<file path="config.mk">
export PLATFORM = sky130hd
export DESIGN_NAME = rteq_div
export DESIGN_NICKNAME = d
export VERILOG_FILES = /design/src/rtl/core/rteq_pkg.sv /design/src/rtl/core/rteq_div.sv
export SDC_FILE = /design/constraint.sdc
export NUM_CORES = 2
export LEC_CHECK = 0
export BUFFER_PORTS_ARGS = -buffer_cell sky130_fd_sc_hd__buf_2
export CAP_MARGIN = 0
export CORE_MARGIN = 5
export CORE_UTILIZATION = 34
export CTS_CLUSTER_SIZE = 20
export DETAILED_ROUTE_END_ITERATION = 8
export GPL_ROUTABILITY_DRIVEN = 1
export PLACE_DENSITY = 0.5
export SLEW_MARGIN = 20
export SYNTH_ARGS = -nofsm -noshare
export SYNTH_HDL_FRONTEND = slang
export SYNTH_SLANG_ARGS = --single-unit
</file>
<file path="constraint.sdc">
create_clock -name clk -period 15 [get_ports clk]
set_input_delay 1.5 -clock clk [delete_from_list [all_inputs] [get_ports clk]]
set_output_delay 1.5 -clock clk [all_outputs]
set_load 0.02 [all_outputs]
</file>
<file path="src/rtl/core/rteq_pkg.sv">
// shared constants and types for the relative time event queue
// no dependencies
package rteq_pkg;
  localparam int QueueDepth = 16;
  localparam int TimeBits   = 48;
  localparam int IdxBits    = $clog2(QueueDepth);
  localparam int CntBits    = $clog2(QueueDepth + 1);
  localparam int SpeedBits  = 32;
  localparam int TagBits    = 8;
  localparam int OccBits    = 5;
  localparam int DivBits    = TimeBits + SpeedBits;

  localparam logic [1:0] ACT_ADD     = 2'd0;
  localparam logic [1:0] ACT_NEXT    = 2'd1;
  localparam logic [1:0] ACT_RESCALE = 2'd2;
  localparam logic [1:0] ACT_LIST    = 2'd3;

  localparam logic [TimeBits-1:0] TimeMax = {TimeBits{1'b1}};

  typedef logic [TimeBits-1:0] time_t;

  // broadcast command from the controller to every cell
  typedef struct packed {
    logic  ins;        // sorted insert
    logic  pop;        // shift left by one
    logic  adv;        // subtract and accumulate
    logic  shl;        // rotate left (rescale / list walk)
    logic  ld_scaled;  // last cell takes scaled value on rotate
    time_t ins_time;
    logic [TagBits-1:0] ins_tag;
    time_t adv_time;
    time_t scaled;
  } rteq_cmd_t;

  typedef struct packed {
    time_t dly;
    time_t acc;
    logic [TagBits-1:0] tag;
  } rteq_entry_t;

  function automatic time_t sat_add(time_t a, time_t b);
    logic [TimeBits:0] s;
    s = {1'b0, a} + {1'b0, b};
    return s[TimeBits] ? TimeMax : s[TimeBits-1:0];
  endfunction
endpackage

</file>
<file path="src/rtl/core/rteq_div.sv">
// bit-serial scaler: t * num / den, saturating to the time width
// depends on rteq_pkg
module rteq_div
  import rteq_pkg::*;
(
  input  logic                 clk,
  input  logic                 rst_n,
  input  logic                 start,
  input  time_t                t,
  input  logic [SpeedBits-1:0] num,
  input  logic [SpeedBits-1:0] den,
  output logic                 done,
  output time_t                q
);
  localparam int StepBits = $clog2(DivBits + 1);
  logic                   busy_r, busy_nxt;
  logic                   mul_r, mul_nxt;
  logic                   hi_r, hi_nxt;      // upper partial product still to add
  logic [StepBits-1:0]    cnt_r, cnt_nxt;
  logic [DivBits-1:0]     prod_r, prod_nxt;
  logic [SpeedBits:0]     rem_r, rem_nxt;
  logic [DivBits-1:0]     quo_r, quo_nxt;
  logic [SpeedBits:0]     trial;
  logic                   done_r, done_nxt;
  logic [SpeedBits-1:0]   mul_a;
  logic [2*SpeedBits-1:0] mprod;

  assign done = done_r;
  assign q = (|quo_r[DivBits-1:TimeBits]) ? TimeMax : quo_r[TimeBits-1:0];
  assign trial = {rem_r[SpeedBits-1:0], prod_r[DivBits-1]} - {1'b0, den};
  assign mul_a = hi_r ? SpeedBits'(t[TimeBits-1:SpeedBits]) : t[SpeedBits-1:0];
  assign mprod = mul_a * num;

  always_comb begin
    busy_nxt = busy_r; mul_nxt = mul_r; hi_nxt = hi_r; cnt_nxt = cnt_r;
    prod_nxt = prod_r; rem_nxt = rem_r; quo_nxt = quo_r; done_nxt = 1'b0;
    if (start) begin
      busy_nxt = 1'b1; mul_nxt = 1'b1; hi_nxt = 1'b0; cnt_nxt = '0;
      prod_nxt = '0; rem_nxt = '0;
    end else if (busy_r && mul_r && !hi_r) begin
      // low partial product, 32x32
      prod_nxt = DivBits'(mprod);
      hi_nxt = 1'b1;
    end else if (busy_r && mul_r) begin
      // high partial product, added starting at bit 32
      prod_nxt = prod_r + {mprod[DivBits-SpeedBits-1:0], {SpeedBits{1'b0}}};
      mul_nxt = 1'b0; hi_nxt = 1'b0;
    end else if (busy_r) begin
      // restoring division, one quotient bit per cycle
      if (!trial[SpeedBits] || rem_r[SpeedBits-1]) begin
        rem_nxt = {1'b0, trial[SpeedBits-1:0]};
        quo_nxt = {quo_r[DivBits-2:0], 1'b1};
      end else begin
        rem_nxt = {rem_r[SpeedBits-1:0], prod_r[DivBits-1]};
        quo_nxt = {quo_r[DivBits-2:0], 1'b0};
      end
      prod_nxt = {prod_r[DivBits-2:0], 1'b0};
      cnt_nxt = cnt_r + 1'b1;
      if (cnt_r == StepBits'(DivBits - 1)) begin
        busy_nxt = 1'b0; done_nxt = 1'b1;
      end
    end
  end

  always_ff @(posedge clk) begin
    if (!rst_n) begin
      busy_r <= 1'b0; done_r <= 1'b0; mul_r <= 1'b0; hi_r <= 1'b0;
    end else begin
      busy_r <= busy_nxt; done_r <= done_nxt; mul_r <= mul_nxt; hi_r <= hi_nxt;
    end
    cnt_r <= cnt_nxt; prod_r <= prod_nxt; rem_r <= rem_nxt; quo_r <= quo_nxt;
  end
endmodule

</file>
==> results.json <==
{
  "synthArstFlopShare_pct": 0,
  "hold_depth": 0,
  "finalSetupTns_ps": 0,
  "drv_slew": 0,
  "tightestPinTransition_ps": 1140,
  "fp.dieH_um": 377,
  "ys_warn_count": 0,
  "io_pins": 164,
  "wirelength_um": 136000,
  "via_per_inst": 5.09,
  "final_antenna_net_count": 0,
  "grt_max_degree": 83,
  "crit_type": "in2reg",
  "timing.hold.ws_ps": 433,
  "relSlewSlack_pct": 23.5,
  "grt_antenna_before_repair": 9,
  "syn_to_final_growth_pct": 6.53,
  "worst_ep_required_time_ps": 15440,
  "drv_cap": 0,
  "setup_viol": 0,
  "synth_edf_count": 80,
  "yosys-top-cells-area": "fa_1, ha_1, inv_1",
  "rsz0062_at_grt": "false",
  "h-tree-depth": 1,
  "synth_area_leader_cell": "fa_1",
  "netlist_area_mm2": 0.0458,
  "worstHoldStart": "quo_r[46]",
  "postCtsSetupBuffers": 0,
  "period_needed_ps": 11170,
  "cp.arrival_ps": 11620,
  "ys_types": 91,
  "grt-ovfl-total": 0,
  "crit_start": "t[25]",
  "numCtsBuffers": 26,
  "synth_top_area_share_pct": 39.2,
  "timing.rr.start": "hi_r",
  "cpPeakStageDelay_ps": 890,
  "dr_total_vias": 35049,
  "end_kind": "flop",
  "cts-root-buf": "clkbuf_16",
  "dieArea_mm2": 0.142,
  "cts.clk_slew.worst_paths_ps": 60,
  "worst-r2r-cell-count": 31,
  "rows": 134,
  "grt_pass1_vias": 37208,
  "status": "complete, no violations",
  "firstDrtPassIters": 7,
  "min_path_type": "reg2reg",
  "port_buffers": 163,
  "drive_gt1_share_pct": 6.38,
  "cp_slowest_cell": "nor2b_2",
  "synth-seq-cells": 203,
  "cp-start-kind": "primary input",
  "layout.nets": 6449,
  "grt_usage_pct": 19.2,
  "gp_congestion": 0.866,
  "hold_viol": 0,
  "path_max_fanout": 19,
  "avgRoutedWirePerCell_um": 19.8,
  "fin_skew_ps": 17.7,
  "ys.flop_type": "dfxtp_1",
  "fillerInstances": 14014,
  "max_freq_mhz": 89.5,
  "die_x_um": 377,
  "drc": 0,
  "syn_area_per_cell_um2": 8.86,
  "drtIter0Drc": 2055,
  "cts_hold_buf": 0,
  "crit_top_cell": "fa_1",
  "coreArea_mm2": 0.134,
  "dp_hpwl_um": 106000,
  "synth_cells": 5175,
  "fin_crit_sh_pct": 74.5,
  "synth_fp_nets": 6531,
  "clock_path_buffers": 3,
  "cts_tree": "built",
  "clk-insertion-delay-late_ps": 550,
  "initial_core_util_pct": 34.3,
  "synth_seq_area_share_pct": 10.6,
  "grt_pass1_wl_um": 216000,
  "clkSinkCount": 203,
  "cts_resized": 0
}
-- through the flow --
step	setup slack [ps]	utilization, %	instance area [um2]	instances
finish	3830	36.5	48800	6880
CTS	3860	36.5	48800	6875
floorplan	4960	-	45800	5175
global placement	3490	35.9	48000	6832
detailed placement	3330	35.9	48000	6832
global route	3200	36.5	48800	6877
-- worst max-delay path: cells and delay by family --
family                     cells  cell delay, ps
and+or+nand+nor                8            2270
adders and majority gates     10            4740
buffers and inverters          6             650
xor gates and xnor gates       2             750
AOI/OAI and AO/OA              8            1690
-- Yosys cell counts (all sizes together), types with 6 or more instances --
cell type / n
nand4: 37
or3: 54
a211o: 7
or2: 6
ha: 343
nor2: 167
dfxtp: 123
xnor2: 82
a311oi: 22
xor2: 45
mux2i: 11
buf: 17
a21boi: 7
fa: 898
nand2: 722
o31ai: 8
nor3: 55
nor2b: 33
a21o: 75
nand3: 39
o21bai: 22
and2: 479
inv: 951
edfxtp: 80
a2111oi: 9
a21oi: 184
nor4: 13
o21a: 13
a221oi: 7
and3: 15
a211oi: 28
nand2b: 14
o22ai: 25
clkbuf: 293
mux2: 17
o211ai: 13
a221o: 10
a22oi: 15
o21ai: 148
a41oi: 7
a31oi: 22
-- cells in the final DEF (no fill, tap or decap), types with 20 or more instances in the layout --
| master | count |
|---|---|
| o21bai_1 | 20 |
| o22ai_1 | 24 |
| inv_1 | 950 |
| xor2_1 | 45 |
| a21oi_1 | 178 |
| o21ai_0 | 126 |
| or3_1 | 54 |
| xnor2_1 | 82 |
| nand2_1 | 720 |
| a21o_1 | 74 |
| and2_1 | 478 |
| nor3_1 | 55 |
| a311oi_1 | 21 |
| clkbuf_16 | 26 |
| nor2_1 | 165 |
| ha_1 | 343 |
| a211oi_1 | 22 |
| nand3_1 | 39 |
| nand4_1 | 37 |
| dfxtp_1 | 122 |
| edfxtp_1 | 80 |
| a31oi_1 | 20 |
| fa_1 | 898 |
| buf_2 | 163 |
| buf_4 | 36 |
-- routing by layer --
| metal | track usage (%) | up-vias | part of all wire (%) |
|---|---|---|---|
| li1 | - | 15919 | - |
| met1 | 27.2 | 18031 | 46 |
| met2 | 30.7 | 923 | 45 |
| met3 | 4.05 | 170 | 6.6 |
| met4 | 3.74 | 6 | 2.1 |
| met5 | 0 | - | 0.025 |
-- sequential cells by signal, summed over array words and instances, names as in the netlist --
signal	cells
prod_r	80
mul_r	1
done	1
hi_r	1
rem_r	32
busy_r	1
quo_r	80
cnt_r	7
-- final timing paths --
path                                   end  slack (ps)
worst max register to register  prod_r[79]        3960
worst min-delay path             quo_r[47]         430
worst min register to register   quo_r[47]         430
worst max-delay path            prod_r[79]        3830
-- cell type report --
type,count,area [um2],area share (%)
Multi-Input combinational cell,3711,36300,74.3
Sequential cell,203,4870,9.97
Inverter,951,3570,7.31
Tap cell,1768,2210,4.53
Timing Repair Buffer,200,1110,2.27
Clock buffer,37,752,1.54
Clock inverter,6,43.8,0.0897
Antenna cell,4,10.0,0.0205
-- cell families (layout without fill, tap and decap cells) --
group	Yosys count	count (layout)	share of synthesized area, %
muxes	28	28	0.658
xor gates and xnor gates	128	128	2.48
other	0	4	0
and+or+nand+nor	1646	1646	17.4
adders and majority gates	1241	1241	48.6
buffers and inverters	1261	1194	10.4
DFF	203	203	10.6
AOI/OAI and AO/OA	668	668	9.86
Power is not shown: default switching activity piles up to over one toggle a cycle in this logic, so the estimate is an artifact.
