<file path="src/rtl/core/rteq_pkg.sv">
// shared constants and types for the relative time event queue
// no dependencies
package rteq_pkg;
  localparam int QueueDepth = 16;
  localparam int TimeBits   = 48;
  localparam int IdxBits    = $clog2(QueueDepth);
  localparam int CntBits    = $clog2(QueueDepth + 1);
  localparam int SpeedBits  = 32;
  localparam int TagBits    = 8;
  localparam int OccBits    = 5;
  localparam int DivBits    = TimeBits + SpeedBits;

  localparam logic [1:0] ACT_ADD     = 2'd0;
  localparam logic [1:0] ACT_NEXT    = 2'd1;
  localparam logic [1:0] ACT_RESCALE = 2'd2;
  localparam logic [1:0] ACT_LIST    = 2'd3;

  localparam logic [TimeBits-1:0] TimeMax = {TimeBits{1'b1}};

  typedef logic [TimeBits-1:0] time_t;

  // broadcast command from the controller to every cell
  typedef struct packed {
    logic  ins;        // sorted insert
    logic  pop;        // shift left by one
    logic  adv;        // subtract and accumulate
    logic  shl;        // rotate left (rescale / list walk)
    logic  ld_scaled;  // last cell takes scaled value on rotate
    time_t ins_time;
    logic [TagBits-1:0] ins_tag;
    time_t adv_time;
    time_t scaled;
  } rteq_cmd_t;

  typedef struct packed {
    time_t dly;
    time_t acc;
    logic [TagBits-1:0] tag;
  } rteq_entry_t;

  function automatic time_t sat_add(time_t a, time_t b);
    logic [TimeBits:0] s;
    s = {1'b0, a} + {1'b0, b};
    return s[TimeBits] ? TimeMax : s[TimeBits-1:0];
  endfunction
endpackage

</file>
<file path="src/rtl/core/rteq_cell.sv">
// one queue slot: holds an entry and trades it with its neighbors
// depends on rteq_pkg
module rteq_cell
  import rteq_pkg::*;
(
  input  logic        clk,
  input  rteq_cmd_t   cmd,
  input  logic        occ,        // this slot holds an entry
  input  logic        left_gt,    // left neighbor's delay is >= new time
  input  logic        left_occ,
  input  rteq_entry_t left_ent,
  input  rteq_entry_t right_ent,
  input  logic        is_last,
  output rteq_entry_t ent,
  output logic        ge_new      // this entry moves right on insert
);
  rteq_entry_t ent_r, ent_nxt;
  assign ent = ent_r;
  assign ge_new = occ && (ent_r.dly >= cmd.ins_time);

  always_comb begin
    ent_nxt = ent_r;
    if (cmd.ins) begin
      if (ge_new || !occ) begin
        if (left_occ && left_gt) ent_nxt = left_ent;
        else if (!left_occ || !left_gt) begin
          if (occ || (left_occ || is_last || !left_occ))
            ent_nxt = '{dly: cmd.ins_time, acc: '0, tag: cmd.ins_tag};
        end
      end
    end else if (cmd.pop) begin
      ent_nxt = right_ent;
    end else if (cmd.shl) begin
      ent_nxt = right_ent;
      if (is_last && cmd.ld_scaled) ent_nxt.dly = cmd.scaled;
    end
    if (cmd.adv) begin
      ent_nxt.dly = (ent_nxt.dly >= cmd.adv_time) ? ent_nxt.dly - cmd.adv_time : '0;
      ent_nxt.acc = sat_add(ent_nxt.acc, cmd.adv_time);
    end
  end

  always_ff @(posedge clk) begin
    ent_r <= ent_nxt;
  end
endmodule

</file>
<file path="config.mk">
export PLATFORM = sky130hd
export DESIGN_NAME = rteq_cell
export DESIGN_NICKNAME = d
export VERILOG_FILES = /design/src/rtl/core/rteq_pkg.sv /design/src/rtl/core/rteq_cell.sv
export SDC_FILE = /design/constraint.sdc
export NUM_CORES = 1
export LEC_CHECK = 0
export ABC_AREA = 0
export BUFFER_PORTS_ARGS = -buffer_cell sky130_fd_sc_hd__buf_2
export CORE_MARGIN = 4
export CORE_UTILIZATION = 45
export CTS_CLUSTER_SIZE = 30
export DETAILED_ROUTE_END_ITERATION = 16
export GPL_TIMING_DRIVEN = 0
export MAX_ROUTING_LAYER = met4
export PLACE_DENSITY = 0.76
export SYNTH_ARGS = -nofsm -noshare
export SYNTH_HDL_FRONTEND = slang
export SYNTH_SLANG_ARGS = --single-unit
</file>
<file path="constraint.sdc">
create_clock -name clk -period 6.6 [get_ports clk]
set_input_delay 1.32 -clock clk [delete_from_list [all_inputs] [get_ports clk]]
set_output_delay 1.32 -clock clk [all_outputs]
set_load 0.05 [all_outputs]
</file>
==> results of run 1 <==
[report_power, final]
group	internal, uW	total [uW]	switching [uW]
logic	1240	3450	2210
clock network	299	608	309
registers	805	997	192
[tightest hold or removal path, stage by stage, from the launching register on]
cell and delay (ns):
dfxtp_1 0.33, mux2i_1 0.17, a221oi_1 0.09
[cell type report]
type                       count  area [um2]  area share, %
inverter                     125         472           2.51
sequential                   104        2160           11.5
antenna                        2        5.00         0.0267
buffer                       114         682           3.63
clock inverter                 7        80.1          0.427
clock buffer                   9         225           1.20
tap                          396         495           2.64
multi-input combinational   1632       11700           62.5
timing repair buffer         544        2920           15.6
[through the flow]
stage	power [uW]	worst slack, ns	area [um2]	hold slack [ns]
CTS	4780	-0.0255	17900	0.640
floorplan	3090	0.112	14000	0.831
detailed placement	4000	-2.00	16800	0.632
global route	5300	-0.172	18800	0.691
global placement	3990	-2.04	16800	0.608
finish	5060	-0.0601	18800	0.644
[timing repair]
action / in CTS / in global routing
endpoints found under the setup margin: 96 / 96
gates resized for setup: 136 / 133
pin swaps: 38 / 62
gates cloned: 1 / 0
buffers inserted: 40 / 30
[cells by family (layout without fill, tap and decap cells)]
logic type,count (synthesis),count (layout)
simple gates,581,581
buf+inv,245,799
other cells,0,2
xor+xnor,87,87
mux,117,117
fa+ha+maj,149,149
compound gates,698,698
flops,104,104
[path summary, 6_finish.rpt]
kind / endpoint / slack, ns / cells after the start
setup / recovery: ent[99] / -0.06 / 20
hold / removal: ent[38] / 0.64 / 2
setup reg to reg: ent[99] / 0.55 / 28
hold reg to reg: ent[38] / 0.64 / 2
[layout by cell type, fill, tap and decap left out, drive strengths merged, types with 15 or more instances in the layout]
master | synthesis | routed
buf | 38 | 582
a21oi | 292 | 292
nand2 | 258 | 258
ha | 147 | 147
nor2 | 145 | 145
o21ai | 127 | 127
inv | 125 | 126
mux2i | 117 | 117
dfxtp | 96 | 96
clkbuf | 82 | 85
a21o | 76 | 76
xnor2 | 51 | 51
a221o | 45 | 45
nand3 | 38 | 38
xor2 | 36 | 36
nand4 | 26 | 26
o21bai | 23 | 23
nand2b | 21 | 21
nor3 | 21 | 21
o221ai | 17 | 17
nor2b | 15 | 15
a22o | 15 | 15
a31oi | 15 | 15
[metal layers]
| metal | track usage, % | routed length (um) | vias to the layer above |
|---|---|---|---|
| li1 | - | - | 8256 |
| met1 | 49.4 | 28200 | 8405 |
| met2 | 61.5 | 31600 | 1063 |
| met3 | 4.84 | 6180 | 188 |
| met4 | 18.1 | 3530 | 0 |
| met5 | - | 0 | - |
==> results.txt, run 1 <==
----------------------------------------------------
[Synth]
  Main area contributors after synthesis ... dfxtp_1, ha_1, a21oi_1, mux2i_1, nand2_1
  Fraction of the mapped netlist area in simple logic gates ... 18.6%
  Area fraction in compound gates after synthesis ... 31.7%
  Fraction of synthesis flops using an asynchronous set or reset pin ... 0%
  Fraction of the yosys area taken by sequential cells ... 15.5%
  Synthesized instance count ... roughly 2000
  Synth Area in Adders ... a little over an eighth
  Mux cell area share after synthesis ... 8.38%
  Top cells by count, synth ... a21oi_1, nand2_1, ha_1
  Synth Area in XOR/XNOR ... ~5.5%
  Primary flip-flop cell chosen by synthesis mapping ... dfxtp_1
  Synth Warn # ... 0
  Dominant combinational cell family by area after synthesis ... compound AO/OA/AOI/OAI gates
  Number of different library cells in the post-synthesis netlist ... between 70 and 80
  Share of the synthesized area in the top cell type ... 13.8%
  Cell with the most instances after synthesis ... a21oi_1
  Number of enable flip-flop cells after synthesis ... 8
  Post-synthesis instance area ... approximately 14000 um2
  Syn_nets ... 2500
  Library cell with the largest summed area after synthesis ... dfxtp_1
  Count of state elements after synthesis ... 104
  Mean instance size in the synthesized netlist ... 7.05 um2

[GRT]
  Total gr overflow ... 0
  Antenna violations before repair ... 1
  Number of global-route vias before repair ... between 15000 and 20000
  Overall track demand over capacity in global routing ... 38.8%
  Maximum number of pins on one net before global-route repair ... 19
  First-pass GRT wire length ... between 90000 and 100000 um

[Setup path]
  Standard cell with the maximum stage delay on the critical path ... buf_1
  Arrival time at the worst endpoint ... between 6 and 7 ns
  Category of the critical setup timing path ... in2reg
  Critical-path cell list ... buf_2, nand3b_1, buf_1, buf_1, mux2i_1, nor2_1, a21oi_1, o21ai_4, ha_4, buf_6, a21oi_4, o211ai_1, or4b_4, a311oi_4, nor3_2, or3_4, o21a_1, a31oi_1, xor2_1, o221ai_1
  Worst-path fanout max ... 10
  Crit-path max cell delay ... 0.76 ns
  Kind of cell with the highest combined delay on the critical path ... buffers and inverters
  Type of origin of the critical path ... input port
  FF-to-FF Start ... ent[65]
  Nature of the critical path endpoint ... register
  Start point of the critical path ... cmd[155]
  Total buffers and inverters traversed by the critical path ... 4
  Most used cell, CP ... buf_1
  Data required time at the worst endpoint ... roughly 7 ns

[Drt]
  DRC Markers ... 0
  Drt initial violations ... 1998
  Routed len/inst ... 23.7 um
  Post-route antenna net violation count ... 0
  Vias after detailed routing ... between 15000 and 20000
  Routed wire length ... slightly below 70000 um
  Mean number of vias per cell ... between 6 and 7
  Length of the first detailed-routing pass in iterations ... 6

[Final layout]
  Number of nets in the layout ... 3049
  Post-layout utilization of the core ... 61.4%
  Area growth, synth to finish ... 34.4%
  Final cell count without fillers ... 2933
  Number of fill cells ... around 3000
  Fraction of layout instances using a drive strength above 1 ... 29.3%
  Number of flip-flops under the largest register name ... 104

[Place]
  Gp weighted congestion ... 1.02
  Number of input and output port buffers inserted ... approximately 470
  HPWL after detailed placement ... 56800 um
  Number of placed instances with taps included ... 2851

[CTS]
  Hold-fix buffers at CTS ... 0
  Count of H-tree levels built during CTS ... 3
  Longest Clk Path Bufs ... 2
  Total clock buffers created by CTS ... 9
  Clock Sinks ... 104
  TritonCTS clock tree ... done
  Worst skew pair latency ... 0.39 ns
  Clock Root Buffer ... clkbuf_16
  Clock slew seen by the registers of the worst setup and hold paths ... roughly 0.080 ns

[Status]
  Result of the run ... finished with violations
  Failing checks ... setup timing

[STA]
  RSZ-0062 raised after global routing ... yes
  Final number of hold-violating endpoints ... 0
  Largest clock skew in the final design ... 0.0185 ns
  Total negative slack ... -0.0601 ns
  Number of failing setup endpoints in the final timing report ... 1
  Final-report max-slew violation count ... 0
  Slew at the pin with the worst max-slew slack ... ~1.1 ns
  Final WS setup ... -0.0601 ns
  Max Clk Rate ... 150 MHz
  Final Critical Period ... around 6.7 ns
  Headroom to the max-slew limit ... 24.5%
  Final worst path period share ... 101%

[Floorplanning]
  Die Area ... 33900 um2
  Horizontal extent of the die ... 184 um
  Number of top-level pins ... 475
  Effective utilization at floorplan ... 45.7%
  Rows ... 64
  DIE HEIGHT ... 184 um
  Floorplan core area ... 30600 um2

[Pwr]
  Leakage power summed over all cells ... 0.00961 uW
  Peak VDD IR ... 157 uV
  Power Density ... about 270 nW/um2

[Min path]
  Class of the most critical hold timing path ... reg2reg
  Min-delay src ... ent[38]

[Job]
  Max-Cap Viols ... 0

----------------------------------------------------
Power figures use the tool's default switching activity.
==> inputs of run 2 (changes only) <==
--- a/config.mk
+++ b/config.mk
@@ -6,14 +6,14 @@
 export NUM_CORES = 1
 export LEC_CHECK = 0
 export ABC_AREA = 0
-export BUFFER_PORTS_ARGS = -buffer_cell sky130_fd_sc_hd__buf_2
+export BUFFER_PORTS_ARGS = -buffer_cell sky130_fd_sc_hd__clkbuf_2
 export CORE_MARGIN = 4
 export CORE_UTILIZATION = 45
 export CTS_CLUSTER_SIZE = 30
 export DETAILED_ROUTE_END_ITERATION = 16
 export GPL_TIMING_DRIVEN = 0
 export MAX_ROUTING_LAYER = met4
-export PLACE_DENSITY = 0.76
+export PLACE_DENSITY_LB_ADDON = 0.05
 export SYNTH_ARGS = -nofsm -noshare
 export SYNTH_HDL_FRONTEND = slang
 export SYNTH_SLANG_ARGS = --single-unit
==> run 2 against run 1 <==
Against the previous run:
- the run now ends clean
- flip-flop and latch count unchanged
- hold slack better by 0.020 ns
- clock power shrank 3.6%
- critical path type unchanged
- critical endpoint is now ent[19]
- largest power group unchanged
==> results.txt, run 2 (synthesized netlist as in run 1, its figures left out) <==
----------------------------------------------------
[Status]
  Result of the run ... finished clean

[STA]
  Number of failing setup endpoints in the final timing report ... 0 (-1)
  Final Critical Period ... 6.60 ns (-0.0635 ns)
  Max Clk Rate ... 152 MHz (+0.96%)
  Total negative slack ... 0 ns (+0.0601 ns)
  Final-report max-slew violation count ... 0 (unchanged)
  Final number of hold-violating endpoints ... 0 (unchanged)
  Headroom to the max-slew limit ... 21.8% (-2.7 points)
  Largest clock skew in the final design ... 0.0166 ns (-0.00188 ns)
  RSZ-0062 raised after global routing ... yes
  Slew at the pin with the worst max-slew slack ... 1.17 ns (+0.0402 ns)
  Final WS setup ... 0.00334 ns (+0.0635 ns)
  Final worst path period share ... 99.9% (-0.96 points)

[Floorplanning]
  Number of top-level pins ... 475 (unchanged)
  Rows ... 64 (unchanged)
  Floorplan core area ... 30600 um2 (unchanged)
  DIE HEIGHT ... 184 um (unchanged)
  Horizontal extent of the die ... 184 um (unchanged)
  Effective utilization at floorplan ... 45.7% (unchanged)
  Die Area ... 33900 um2 (unchanged)

[Setup path]
  Kind of cell with the highest combined delay on the critical path ... compound AO/OA/AOI/OAI gates
  Arrival time at the worst endpoint ... 6.90 ns (about the same)
  Nature of the critical path endpoint ... register
  Type of origin of the critical path ... input port
  Start point of the critical path ... cmd[134]
  Standard cell with the maximum stage delay on the critical path ... fa_2
  Most used cell, CP ... buf_6
  Minimum setup slack among reg-to-reg paths ... 0.62 ns (+0.07 ns)
  Data required time at the worst endpoint ... 6.90 ns (+0.07 ns)
  Total buffers and inverters traversed by the critical path ... 8 (+4)
  FF-to-FF Start ... ent[81]
  Category of the critical setup timing path ... in2reg
  Crit-path max cell delay ... 0.36 ns (-0.40 ns)
  Worst-path fanout max ... 10 (unchanged)

[CTS]
  Longest Clk Path Bufs ... 2 (unchanged)
  Count of H-tree levels built during CTS ... 3 (unchanged)
  Clock Root Buffer ... clkbuf_16
  Worst skew pair latency ... 0.38 ns (about the same)
  Clock Sinks ... 104 (unchanged)
  Clock slew seen by the registers of the worst setup and hold paths ... 0.09 ns (about the same)
  Total clock buffers created by CTS ... 9 (unchanged)
  TritonCTS clock tree ... done

[GRT]
  First-pass GRT wire length ... 97100 um (-1.4%)
  Maximum number of pins on one net before global-route repair ... 21 (+2)
  Overall track demand over capacity in global routing ... 38.2% (-0.62 points)
  Number of global-route vias before repair ... 16691 (-0.16%)
  Antenna violations before repair ... 2 (+1)
  Total gr overflow ... 0 (unchanged)

[Pwr]
  Power Density ... 269 nW/um2 (-0.27%)
  Sequential share of power ... 19.5% (-0.2 points)
  Peak VDD IR ... 205 uV (+31%)
  Total internal power ... 2350 uW (+0.18%)
  Comb pwr share ... 68.9% (+0.6 points)
  Proportion of total power due to net switching ... 53.9% (+0.21 points)
  Clock power share ... 11.5% (-0.5 points)
  Power dissipated by switching net loads ... 2740 uW (+1.0%)
  Leakage power summed over all cells ... 0.00974 uW (+1.4%)

[Final layout]
  Number of flip-flops under the largest register name ... 104 (unchanged)
  Area growth, synth to finish ... 35.6%
  Final cell count without fillers ... 2935 (+0.068%)
  Most used cells in the layout excluding fill and tap cells ... clkbuf_2, nand2_1, a21oi_1
  Cell area after layout ... 18900 um2 (+0.91%)
  Fraction of layout instances using a drive strength above 1 ... 30.1% (+0.77 points)
  Leading cell type in the layout, fill and taps excluded ... clkbuf_2
  Number of nets in the layout ... 3051 (+0.066%)

[Min path]
  Min-delay src ... ent[38]
  Class of the most critical hold timing path ... reg2reg

[Job]
  Max-Cap Viols ... 0 (unchanged)

[Place]
  Worst setup slack after placement ... -2.24 ns (-0.237 ns)
  Number of input and output port buffers inserted ... 474 (unchanged)
  HPWL after detailed placement ... 55200 um (-2.9%)
  Number of placed instances with taps included ... 2851 (unchanged)
  Gp weighted congestion ... 0.998 (-1.9%)
  Placed standard-cell area ... 16800 um2 (unchanged)

[Drt]
  Drt initial violations ... 1671 (-16%)
  Mean number of vias per cell ... 6.03 (-1.3%)
  Routed wire length ... 68400 um (-1.6%)
  DRC Markers ... 0 (unchanged)
  Length of the first detailed-routing pass in iterations ... 6 (unchanged)
  Post-route antenna net violation count ... 0 (unchanged)
  Routed len/inst ... 23.3 um (-1.6%)
  Vias after detailed routing ... 17700 (-1.2%)

----------------------------------------------------
[run 2: changes by cell type in the layout (fill, tap and decap cells not counted), sizes merged]
cell and delta:
clkinvlp -1, bufinv -1, buf -471, clkdlybuf4s15 +1
inv +3, clkinv -1, clkbuf +472
[run 2: metal layers]
metal	GRT usage, %	routed length (um)	part of all wire, %	up-vias
met4	15.0	3100	4.5	0
met1	48.9	28400	42	8184
met5	-	0	0	-
li1	-	-	-	8268
met3	5.37	5980	8.7	183
met2	61.1	30900	45	1065
[run 2: worst register-to-register path, cell delays in order, from the launching register on]
cell and delay [ns]:
dfxtp_1 0.49, ha_4 0.26, a21o_1 0.17, a21o_1 0.18, a21oi_2 0.14, o211ai_1 0.09, a311o_1 0.31, a21o_1 0.20
nor3_4 0.18, buf_6 0.16, buf_6 0.11, nor3b_4 0.04, buf_12 0.18, buf_4 0.18, a221o_1 0.43, ha_4 0.33
nand4_1 0.14, a2111oi_4 0.23, o31ai_2 0.14, a211o_1 0.32, a21o_1 0.24, o2bb2ai_4 0.19, o31ai_4 0.28, a31oi_4 0.14
nor2_4 0.23, clkinv_4 0.21, buf_6 0.19, a21oi_1 0.15
[run 2: path summary, 6_finish.rpt]
kind              to  cells after the start
max          ent[19]                     30
min          ent[38]                      2
min reg2reg  ent[38]                      2
max reg2reg  ent[19]                     27
[run 2: what timing repair did]
item	in CTS	in global routing
hold buffers	0	0
pin swaps	43	44
cloned	1	2
resized for setup	146	154
setup buffers	35	38
endpoints found under the setup margin	96	95
[run 2: cell type report]
cell class	count	area, um2
Antenna cell	2	5.00
Buffer	112	678
Clock buffer	9	225
Clock inverter	7	72.6
Fill cell	2895	11600
Inverter	125	474
Multi-Input combinational cell	1632	11800
Sequential cell	104	2160
Tap cell	396	495
Timing Repair Buffer	548	3010
[run 2: through the flow]
stage	util (%)	hold slack, ns	power [uW]
after global routing	61.9	0.707	5340
after floorplan	-	0.831	3090
after detailed placement	55.0	0.640	3970
after CTS	58.8	0.651	4740
final	61.9	0.663	5090
after global placement	55.0	0.610	3950
[run 2: power groups by stage]
stage | registers, uW | clock network (uW) | logic, uW
finish | 994 | 586 | 3510
detailed placement | 987 | 0 | 2980
global route | 1010 | 610 | 3720
floorplan | 1510 | 0 | 1590
CTS | 979 | 588 | 3180
global placement | 990 | 0 | 2960
